`config.mk`:
```
export PLATFORM = sky130hd
export DESIGN_NAME = skse_ctrl
export DESIGN_NICKNAME = d
export VERILOG_FILES = /design/src/design/skse_pkg.sv /design/src/design/skse_ctrl.sv
export SDC_FILE = /design/constraint.sdc
export NUM_CORES = 1
export LEC_CHECK = 0
export BUFFER_PORTS_ARGS = -buffer_cell sky130_fd_sc_hd__buf_2
export CORE_AREA = 2 2 168 170
export CTS_BUF_LIST = sky130_fd_sc_hd__clkbuf_16
export DETAILED_ROUTE_END_ITERATION = 10
export DIE_AREA = 0 0 170 172
export GPL_TIMING_DRIVEN = 0
export SKIP_CTS_REPAIR_TIMING = 1
export SLEW_MARGIN = 20
export SYNTH_ARGS = -nofsm -noshare
export SYNTH_HDL_FRONTEND = slang
export SYNTH_SLANG_ARGS = --single-unit
```
`constraint.sdc`:
```
create_clock -name i_clk -period 11.8 [get_ports i_clk]
set_input_delay 2.95 -clock i_clk [delete_from_list [all_inputs] [get_ports i_clk]]
set_output_delay 2.95 -clock i_clk [all_outputs]
set_load 0.02 [all_outputs]
```
`src/design/skse_pkg.sv`:
```
// Shared constants, codes and types for the sorted key set engine.
`timescale 1ns / 1ps

package skse_pkg;

    localparam int CAPACITY_DEF = 256;
    localparam int KEY_BITS_DEF = 32;

    localparam int CMD_W    = 2;
    localparam int KEY_IN_W = 32;
    localparam int IDX_W    = 9;
    localparam int ST_W     = 3;

    localparam logic [CMD_W-1:0] CMD_INSERT = 2'd0;
    localparam logic [CMD_W-1:0] CMD_LOOKUP = 2'd1;
    localparam logic [CMD_W-1:0] CMD_REMOVE = 2'd2;

    localparam logic [ST_W-1:0] ST_ADDED     = 3'd0;
    localparam logic [ST_W-1:0] ST_PRESENT   = 3'd1;
    localparam logic [ST_W-1:0] ST_FOUND     = 3'd2;
    localparam logic [ST_W-1:0] ST_NOT_FOUND = 3'd3;
    localparam logic [ST_W-1:0] ST_FULL      = 3'd4;
    localparam logic [ST_W-1:0] ST_RANGE     = 3'd5;

    typedef struct packed {
        logic [ST_W-1:0]  status;
        logic [IDX_W-1:0] index;
        logic [IDX_W-1:0] count;
    } t_result;

endpackage

```
`src/design/skse_ctrl.sv`:
```
// Sequencer: binary search probes and entry moves through the key store.
`timescale 1ns / 1ps

module skse_ctrl #(
    parameter int CAPACITY = skse_pkg::CAPACITY_DEF,
    parameter int KEY_BITS = skse_pkg::KEY_BITS_DEF,
    localparam int AW = $clog2(CAPACITY),
    localparam int CW = $clog2(CAPACITY + 1)
) (
    input  logic                          i_clk,
    input  logic                          i_rst_n,
    input  logic                          i_req_valid,
    output logic                          o_req_ready,
    input  logic [skse_pkg::CMD_W-1:0]    i_command,
    input  logic [skse_pkg::KEY_IN_W-1:0] i_key,
    input  logic [skse_pkg::IDX_W-1:0]    i_start,
    input  logic [skse_pkg::IDX_W-1:0]    i_len,
    output logic                          o_res_valid,
    input  logic                          i_res_take,
    output skse_pkg::t_result             o_res,
    output logic                          o_rd_en,
    output logic [AW-1:0]                 o_rd_addr,
    input  logic [KEY_BITS-1:0]           i_rd_data,
    output logic                          o_wr_en,
    output logic [AW-1:0]                 o_wr_addr,
    output logic [KEY_BITS-1:0]           o_wr_data
);

    localparam int EW = ((CW > skse_pkg::IDX_W) ? CW : skse_pkg::IDX_W) + 1;

    typedef enum logic [4:0] {
        S_IDLE     = 5'b00001,
        S_SRCH_RD  = 5'b00010,
        S_SRCH_CMP = 5'b00100,
        S_SHIFT    = 5'b01000,
        S_DONE     = 5'b10000
    } t_state;

    t_state                     r_state, n_state;
    logic [skse_pkg::CMD_W-1:0] r_cmd, n_cmd;
    logic [KEY_BITS-1:0]        r_key, n_key;
    logic [skse_pkg::IDX_W-1:0] r_len, n_len;
    logic [CW-1:0]              r_lo, n_lo;
    logic [CW-1:0]              r_hi, n_hi;
    logic [CW-1:0]              r_ins, n_ins;
    logic [AW-1:0]              r_mid, n_mid;
    logic [CW-1:0]              r_count, n_count;
    logic [skse_pkg::ST_W-1:0]  r_status, n_status;
    logic [CW-1:0]              r_index, n_index;
    logic [AW-1:0]              r_rd_ptr, n_rd_ptr;
    logic [AW-1:0]              r_wr_ptr, n_wr_ptr;
    logic [CW-1:0]              r_moves, n_moves;
    logic                       r_pend, n_pend;
    logic                       r_up, n_up;

    logic [CW-1:0] w_mid;
    logic [EW-1:0] w_end;

    assign w_mid = r_lo + ((r_hi - r_lo) >> 1);
    assign w_end = EW'(i_start) + EW'(i_len);

    always_comb begin
        n_state   = r_state;
        n_cmd     = r_cmd;
        n_key     = r_key;
        n_len     = r_len;
        n_lo      = r_lo;
        n_hi      = r_hi;
        n_ins     = r_ins;
        n_mid     = r_mid;
        n_count   = r_count;
        n_status  = r_status;
        n_index   = r_index;
        n_rd_ptr  = r_rd_ptr;
        n_wr_ptr  = r_wr_ptr;
        n_moves   = r_moves;
        n_pend    = r_pend;
        n_up      = r_up;
        o_rd_en   = 1'b0;
        o_rd_addr = r_rd_ptr;
        o_wr_en   = 1'b0;
        o_wr_addr = r_wr_ptr;
        o_wr_data = i_rd_data;

        unique case (r_state)
            S_IDLE: begin
                if (i_req_valid) begin
                    n_cmd    = i_command;
                    n_key    = KEY_BITS'(i_key);
                    n_len    = i_len;
                    n_lo     = '0;
                    n_hi     = r_count;
                    n_ins    = '0;
                    n_index  = '0;
                    n_status = skse_pkg::ST_RANGE;
                    unique case (i_command) inside
                        skse_pkg::CMD_INSERT, skse_pkg::CMD_LOOKUP: begin
                            n_state = S_SRCH_RD;
                        end
                        skse_pkg::CMD_REMOVE: begin
                            if (i_len == '0) begin
                                n_status = skse_pkg::ST_ADDED;
                                n_state  = S_DONE;
                            end else if (w_end > EW'(r_count)) begin
                                n_state = S_DONE;
                            end else begin
                                // entries above the run slide down onto it
                                n_status = skse_pkg::ST_ADDED;
                                n_rd_ptr = AW'(w_end);
                                n_wr_ptr = AW'(i_start);
                                n_moves  = CW'(EW'(r_count) - w_end);
                                n_up     = 1'b0;
                                n_pend   = 1'b0;
                                n_state  = S_SHIFT;
                            end
                        end
                        default: begin
                            n_state = S_DONE;
                        end
                    endcase
                end
            end

            S_SRCH_RD: begin
                if (r_lo < r_hi) begin
                    o_rd_en   = 1'b1;
                    o_rd_addr = AW'(w_mid);
                    n_mid     = AW'(w_mid);
                    n_state   = S_SRCH_CMP;
                end else if (r_cmd == skse_pkg::CMD_LOOKUP) begin
                    n_status = skse_pkg::ST_NOT_FOUND;
                    n_index  = '0;
                    n_state  = S_DONE;
                end else if (r_count == CW'(CAPACITY)) begin
                    n_status = skse_pkg::ST_FULL;
                    n_index  = '0;
                    n_state  = S_DONE;
                end else begin
                    // open a hole at the insertion point, top entry first
                    n_status = skse_pkg::ST_ADDED;
                    n_index  = r_ins;
                    n_rd_ptr = AW'(r_count - CW'(1));
                    n_wr_ptr = AW'(r_count);
                    n_moves  = r_count - r_ins;
                    n_up     = 1'b1;
                    n_pend   = 1'b0;
                    n_state  = S_SHIFT;
                end
            end

            S_SRCH_CMP: begin
                if (r_key == i_rd_data) begin
                    n_status = (r_cmd == skse_pkg::CMD_INSERT) ? skse_pkg::ST_PRESENT
                                                               : skse_pkg::ST_FOUND;
                    n_index  = CW'(r_mid);
                    n_state  = S_DONE;
                end else if (r_key < i_rd_data) begin
                    n_hi    = CW'(r_mid);
                    n_ins   = CW'(r_mid);
                    n_state = S_SRCH_RD;
                end else begin
                    n_lo    = CW'(r_mid) + CW'(1);
                    n_ins   = CW'(r_mid) + CW'(1);
                    n_state = S_SRCH_RD;
                end
            end

            S_SHIFT: begin
                // read one entry ahead, write the previous one behind it
                if (r_pend) begin
                    o_wr_en   = 1'b1;
                    o_wr_addr = r_wr_ptr;
                    o_wr_data = i_rd_data;
                    n_wr_ptr  = r_up ? (r_wr_ptr - AW'(1)) : (r_wr_ptr + AW'(1));
                end
                if (r_moves != '0) begin
                    o_rd_en   = 1'b1;
                    o_rd_addr = r_rd_ptr;
                    n_rd_ptr  = r_up ? (r_rd_ptr - AW'(1)) : (r_rd_ptr + AW'(1));
                    n_moves   = r_moves - CW'(1);
                    n_pend    = 1'b1;
                end else begin
                    n_pend = 1'b0;
                end
                if ((r_moves == '0) && !r_pend) begin
                    if (r_up) begin
                        o_wr_en   = 1'b1;
                        o_wr_addr = AW'(r_ins);
                        o_wr_data = r_key;
                        n_count   = r_count + CW'(1);
                    end else begin
                        n_count = r_count - CW'(r_len);
                    end
                    n_state = S_DONE;
                end
            end

            S_DONE: begin
                if (i_res_take) begin
                    n_state = S_IDLE;
                end
            end

            default: begin
                n_state = S_IDLE;
            end
        endcase
    end

    always_ff @(posedge i_clk) begin
        if (!i_rst_n) begin
            r_state <= S_IDLE;
            r_count <= '0;
        end else begin
            r_state <= n_state;
            r_count <= n_count;
        end
    end

    always_ff @(posedge i_clk) begin
        r_cmd    <= n_cmd;
        r_key    <= n_key;
        r_len    <= n_len;
        r_lo     <= n_lo;
        r_hi     <= n_hi;
        r_ins    <= n_ins;
        r_mid    <= n_mid;
        r_status <= n_status;
        r_index  <= n_index;
        r_rd_ptr <= n_rd_ptr;
        r_wr_ptr <= n_wr_ptr;
        r_moves  <= n_moves;
        r_pend   <= n_pend;
        r_up     <= n_up;
    end

    assign o_req_ready  = (r_state == S_IDLE);
    assign o_res_valid  = (r_state == S_DONE);
    assign o_res.status = r_status;
    assign o_res.index  = skse_pkg::IDX_W'(r_index);
    assign o_res.count  = skse_pkg::IDX_W'(r_count);

endmodule

```
Yosys cells after proc, flatten, opt, wreduce, memory -nomap -nowiden
Index checks and enable logic that the tools add are counted.

Logic and storage cells: 176. Output and inout port bits: 73. Flip-flop bits (word level): 131.

Mux-type cells: 94. Equality and inequality tests: 25. Magnitude comparators: 3. Reduce and logical (&&, ||, !) cells: 24. Add/sub/neg operators: 14.

Operators by type and width (number): 9-bit 2-to-1 mux (21); 8-bit 2-to-1 mux (23); 32-bit 2-to-1 mux (3); 9-bit one-hot mux with 2 select lines (3); 9-bit one-hot mux with 3 select lines (2); 8-bit one-hot mux with 3 select lines (2); 5-bit 2-to-1 mux (9); 9-bit subtractor (4); 32-bit equality test (1); 32-bit < comparator (1); 2-bit != test, second input constant (13); 5-bit one-hot mux with 5 select lines (1); 3-bit 2-to-1 mux (8); 8-bit by 1-bit subtractor with 8-bit output, second input constant (3); 9-bit zero test (2); 9-bit AND reduction (2); 8-bit by 1-bit adder with 8-bit output, second input constant (2); 1-bit 2-to-1 mux (16); 8-bit AND reduction (2); 4-bit AND reduction (3); 9-bit by 9-bit adder with 10-bit output (1); 10-bit by 9-bit > comparator with 1-bit output (1); 5-bit one-hot mux with 2 select lines (1); 8-bit by 1-bit adder with 9-bit output, second input constant (1); other kinds (26) (35).

Longest topological paths before layout
Word-level depth: 7. Gate-level depth with buffers: 16.

Least setup slack after synthesis
OpenSTA, ideal clock, no wires.

Path type: input to register. Start: in i_start[1] (netlist name). End: reg r_moves[0], enable pin. Path slack: 4678 ps. Stages: 15. Setup time: 418 ps. Required time: 11382 ps. Data arrival time: 6704 ps. Path buffers: 0. Cell sequence: ha_1 a21o_1 a21oi_1 o21bai_1 a21oi_1 o21ba_2 xnor2_1 ha_1 a22o_1 nor4_1 o221a_2 a211oi_1 nor3_1 nor2_1 a211oi_1.

Cells in the longest elaborated chain, start to end: 4.

Ends and longest elaborated chain: from (decl) (RTL line skse_ctrl.sv:16) `input logic [skse_pkg::IDX_W-1:0] i_start,`; 9-bit by 9-bit adder with 10-bit output (RTL line skse_ctrl.sv:60) `assign w_end = EW'(i_start) + EW'(i_len);`; 10-bit by 9-bit > comparator with 1-bit output (RTL line skse_ctrl.sv:104) `end else if (w_end > EW'(r_count)) begin`; 2-bit != test (no source line); 9-bit AND reduction (no source line); to (signal assigned) (RTL line skse_ctrl.sv:232) `r_moves <= n_moves;`; to (decl) (RTL line skse_ctrl.sv:52) `logic [CW-1:0] r_moves, n_moves;`.

No other way between the ends. A chain may end at the register's enable or synchronous reset.

Worst setup path after layout
Start: in i_len[1] (netlist name). End: reg r_moves[6], enable pin.

Cells in the longest elaborated chain, start to end: 4. Elaborated cells on any way between the ends: 6.

Ends and longest elaborated chain: from (decl) (RTL line skse_ctrl.sv:17) `input logic [skse_pkg::IDX_W-1:0] i_len,`; 9-bit by 9-bit adder with 10-bit output (RTL line skse_ctrl.sv:60); 10-bit by 9-bit > comparator with 1-bit output (RTL line skse_ctrl.sv:104); 2-bit != test (no source line); 9-bit AND reduction (no source line) (*).

Mark *: on every way between the ends. The rest lies on a longest branch, timed or not.

==> impl_metrics.py <==
metrics = {
    "layout": {
        "register_area_um2": 3790,
        "diodes": 0,
        "area_delta_synth_final_pct": 20.2,
        "n_fill_cell": 2700,
        "multiInputGateArea_um2": 5310,
        "nets": 1311,
        "drive_above_1_share_pct": 21.2,
    },
    "power_and_ir_drop": {
        "ir_worst_vdd_mv": 0.105,
        "p_leak_nw": 4.91,
        "p_total_mw": 2.08,
        "power_density_nw_per_um2": 182,
    },
    "route": {
        "ant_nets": 0,
        "route.detailed.drc": 0,
        "vias_per_cell": 5.27,
        "dr.pass1.iters": 5,
        "post_drt_wl_per_cell_um": 18.7,
        "vias": 7777,
        "finalWirelength_um": 27600,
        "drt_first_iter_violations": 676,
    },
    "timing": {
        "rsz0062_at_grt": "false",
        "finalClockSkew_ns": 0.0130,
        "period_minus_slack_ns": 6.75,
        "finalCritPeriodShare_pct": 57.2,
        "max_freq_ghz": 0.148,
        "tightest_slew_ns": 0.909,
        "tns_ns": 0,
        "finalHoldViolCount": 0,
        "relSlewSlack_pct": 39.4,
        "slew_violations": 0,
        "finalSetupViolCount": 0,
    },
    "logic_synthesis": {
        "yosysWarnings": 0,
        "synth_top_cell_by_area": "edfxtp_1",
        "ys_async_sr_fraction_pct": 0,
        "synth.avg_cell_area_um2": 10.1,
        "synth_ff_type": "edfxtp_1",
        "ys_types": 74,
        "syn_inst": 936,
        "synth_top_area_share_pct": 37.0,
        "ys_top_cells_by_area": "edfxtp_1 (37%), ha_1 (13%), mux2_1 (4.5%), xnor2_1 (4.2%), inv_1 (3.4%)",
        "netlist_area_um2": 9500,
        "synth-seq-area-share_pct": 39.9,
        "yosys_register_bits": 131,
        "syn-num-nets": 1129,
        "synth_edf_count": 117,
    },
    "global_route": {
        "globalRouteTotalUtil_pct": 19.0,
        "grt_pass1_vias": 7550,
        "grt_max_degree": 26,
        "overflow": 0,
        "antenna_found_initial": 0,
        "grt_pass1_wl_um": 41600,
    },
    "floorplan": {
        "initial_core_util_pct": 34.6,
        "die_h_um": 172,
        "die_area_um2": 29200,
        "core_area_um2": 27500,
        "dieWidth_um": 170,
        "io_pins": 161,
        "num_rows": 61,
    },
    "clocking": {
        "cts_root_buf": "clkbuf_16",
        "clock_latency_ns": 0.43,
        "cts.sinks": 131,
        "clock_path_buffers": 2,
        "cts_buffers": 17,
        "htree_levels": 4,
        "cts_tree": "built",
        "clkTransAtPathRegs_ns": 0.07,
    },
    "worst_hold_path": {
        "hold_class": "flop to flop",
    },
    "critical_path": {
        "crit_type": "primary input to flop",
        "cp_max_fo": 10,
        "r2r_slack_ns": 7.99,
        "arrival_ns": 6.88,
        "crit_required_ns": 11.93,
        "timing.rr.end": "r_moves[8]$_DFFE_PP_",
        "worst_r2r_path_depth": 16,
        "worst_setup_path_end_kind": "flop",
        "crit_path_start_kind": "primary input",
        "r2r_start": "r_state[3]$_SDFFE_PN0P_",
        "endpoint": "r_moves[6]$_DFFE_PP_",
        "cp-startpoint": "i_len[1]",
    },
    "outcome": {
        "status": "complete, no violations",
    },
    "placed_design": {
        "place_hpwl_um": 22000,
        "portBuffers": 160,
        "routabilityCongestion": 0.907,
    },
    "job": {
        "drv_cap": 0,
    },
}
state kept, by name (all words and copies together), names as in the netlist, 9 cells and up:
signal,count
r_hi,9
r_count,9
r_lo,9
r_moves,9
r_index,9
r_ins,9
r_key,32
r_len,9
metrics by stage:
stage / area (um^2) / worst slack [ns] / hold WS (ns) / cells / util [%]
final: 11400 / 5.05 / 0.616 / 1477 / 41.6
after global routing: 11400 / 4.85 / 0.645 / 1477 / 41.6
after CTS: 11400 / 4.79 / 0.616 / 1477 / 41.5
after detailed placement: 10800 / 4.38 / 0.608 / 1445 / 39.3
after global placement: 10700 / 3.18 / 0.595 / 1442 / 39.1
after floorplan: 9500 / 4.68 / 0.528 / 936 / -
critical path, cell delays in order:
cell and delay [ns]:
buf_2 0.12, ha_1 0.27, a21o_1 0.16, a21oi_1 0.27, o21bai_1 0.11, a21oi_1 0.24
o21ba_2 0.19, xnor2_1 0.24, ha_1 0.35, a22o_1 0.19, nor4_1 0.18, o221a_2 0.22
a211oi_1 0.06, nor3_1 0.42, nor2_1 0.19, a211oi_4 0.46, buf_6 0.23
cell type report:
type / count / area share, %
sequential: 131 / 33.2
clock buffer: 17 / 3.73
clock inverter: 15 / 1.60
buffer: 20 / 0.833
tap: 346 / 3.79
multi-input combinational: 699 / 46.5
timing repair buffer: 163 / 7.42
inverter: 86 / 2.87
layer usage:
metal / share of wire (%) / global-route usage [%] / vias up
li1: - / - / 3800
met1: 45 / 25.0 / 3661
met2: 46 / 31.2 / 263
met3: 5.3 / 3.20 / 53
met4: 3.2 / 7.66 / 0
met5: 0 / 0 / -
where the power goes:
group	internal, mW	switching [mW]	total, mW
Combinational	0.338	0.472	0.810
Sequential	0.652	0.0577	0.709
Clock	0.335	0.223	0.558
layout by cell type, fill, tap and decap left out, types with 13 or more instances in the layout:
| cell type | n |
|---|---|
| buf_2 | 161 |
| nor3_1 | 17 |
| nor2_1 | 79 |
| ha_1 | 98 |
| o21ai_0 | 51 |
| a21oi_1 | 54 |
| nand2_1 | 65 |
| inv_1 | 86 |
| nand4_1 | 15 |
| clkbuf_16 | 17 |
| clkbuf_1 | 13 |
| xor2_1 | 21 |
| xnor2_1 | 46 |
| dfxtp_1 | 14 |
| nand3_1 | 19 |
| edfxtp_1 | 117 |
| mux2_1 | 38 |
Yosys cell counts, types with 3 or more instances:
library cell  count
nor2_1           79
edfxtp_1        117
o31ai_1           6
and3_1            4
nor2b_1          12
a21oi_1          54
inv_1            85
or3_1            10
o21ai_0          51
and2_1            5
nor3b_1           3
dfxtp_1          14
mux2_4            7
a31oi_1           5
ha_1             98
nor3_1           18
a211oi_1          9
o211ai_1          3
nand4_1          15
a22oi_1          11
mux2_1           38
mux2i_1          12
fa_1              7
xnor2_1          46
nor4_1            9
xor2_1           21
o21bai_1          5
nand3_1          19
clkbuf_1         13
or2_2             7
o31a_1            3
nand3b_1          3
o221ai_1          6
a21o_1           12
nand2b_1          6
o21a_1           10
buf_4             5
nand2_1          65
cell families (layout without fill, tap and decap cells):
logic type      after synthesis  count (layout)  synth area share, %
compound gates              197             197                 13.5
xor+xnor                     67              67                 6.18
fa+ha+maj                   105             105                 14.4
buf+inv                     106             301                 4.45
flops                       131             131                 39.9
mux                          59              59                 7.11
simple gates                271             271                 14.5
worst min-delay path by stage:
stage / startpoint / endpoint / depth (start not counted)
after floorplan: r_ins[1]$_SDFFCE_PN0P_ / r_index[1]$_DFFE_PP_ / 2
after global placement: r_count[8]$_SDFFE_PN0P_ / r_count[8]$_SDFFE_PN0P_ / 2
after detailed placement: r_count[8]$_SDFFE_PN0P_ / r_count[8]$_SDFFE_PN0P_ / 2
after CTS: r_count[8]$_SDFFE_PN0P_ / r_count[8]$_SDFFE_PN0P_ / 2
after global routing: r_count[8]$_SDFFE_PN0P_ / r_count[8]$_SDFFE_PN0P_ / 2
final: r_moves[0]$_DFFE_PP_ / r_moves[0]$_DFFE_PP_ / 1
Power figures use the tool's default switching activity.
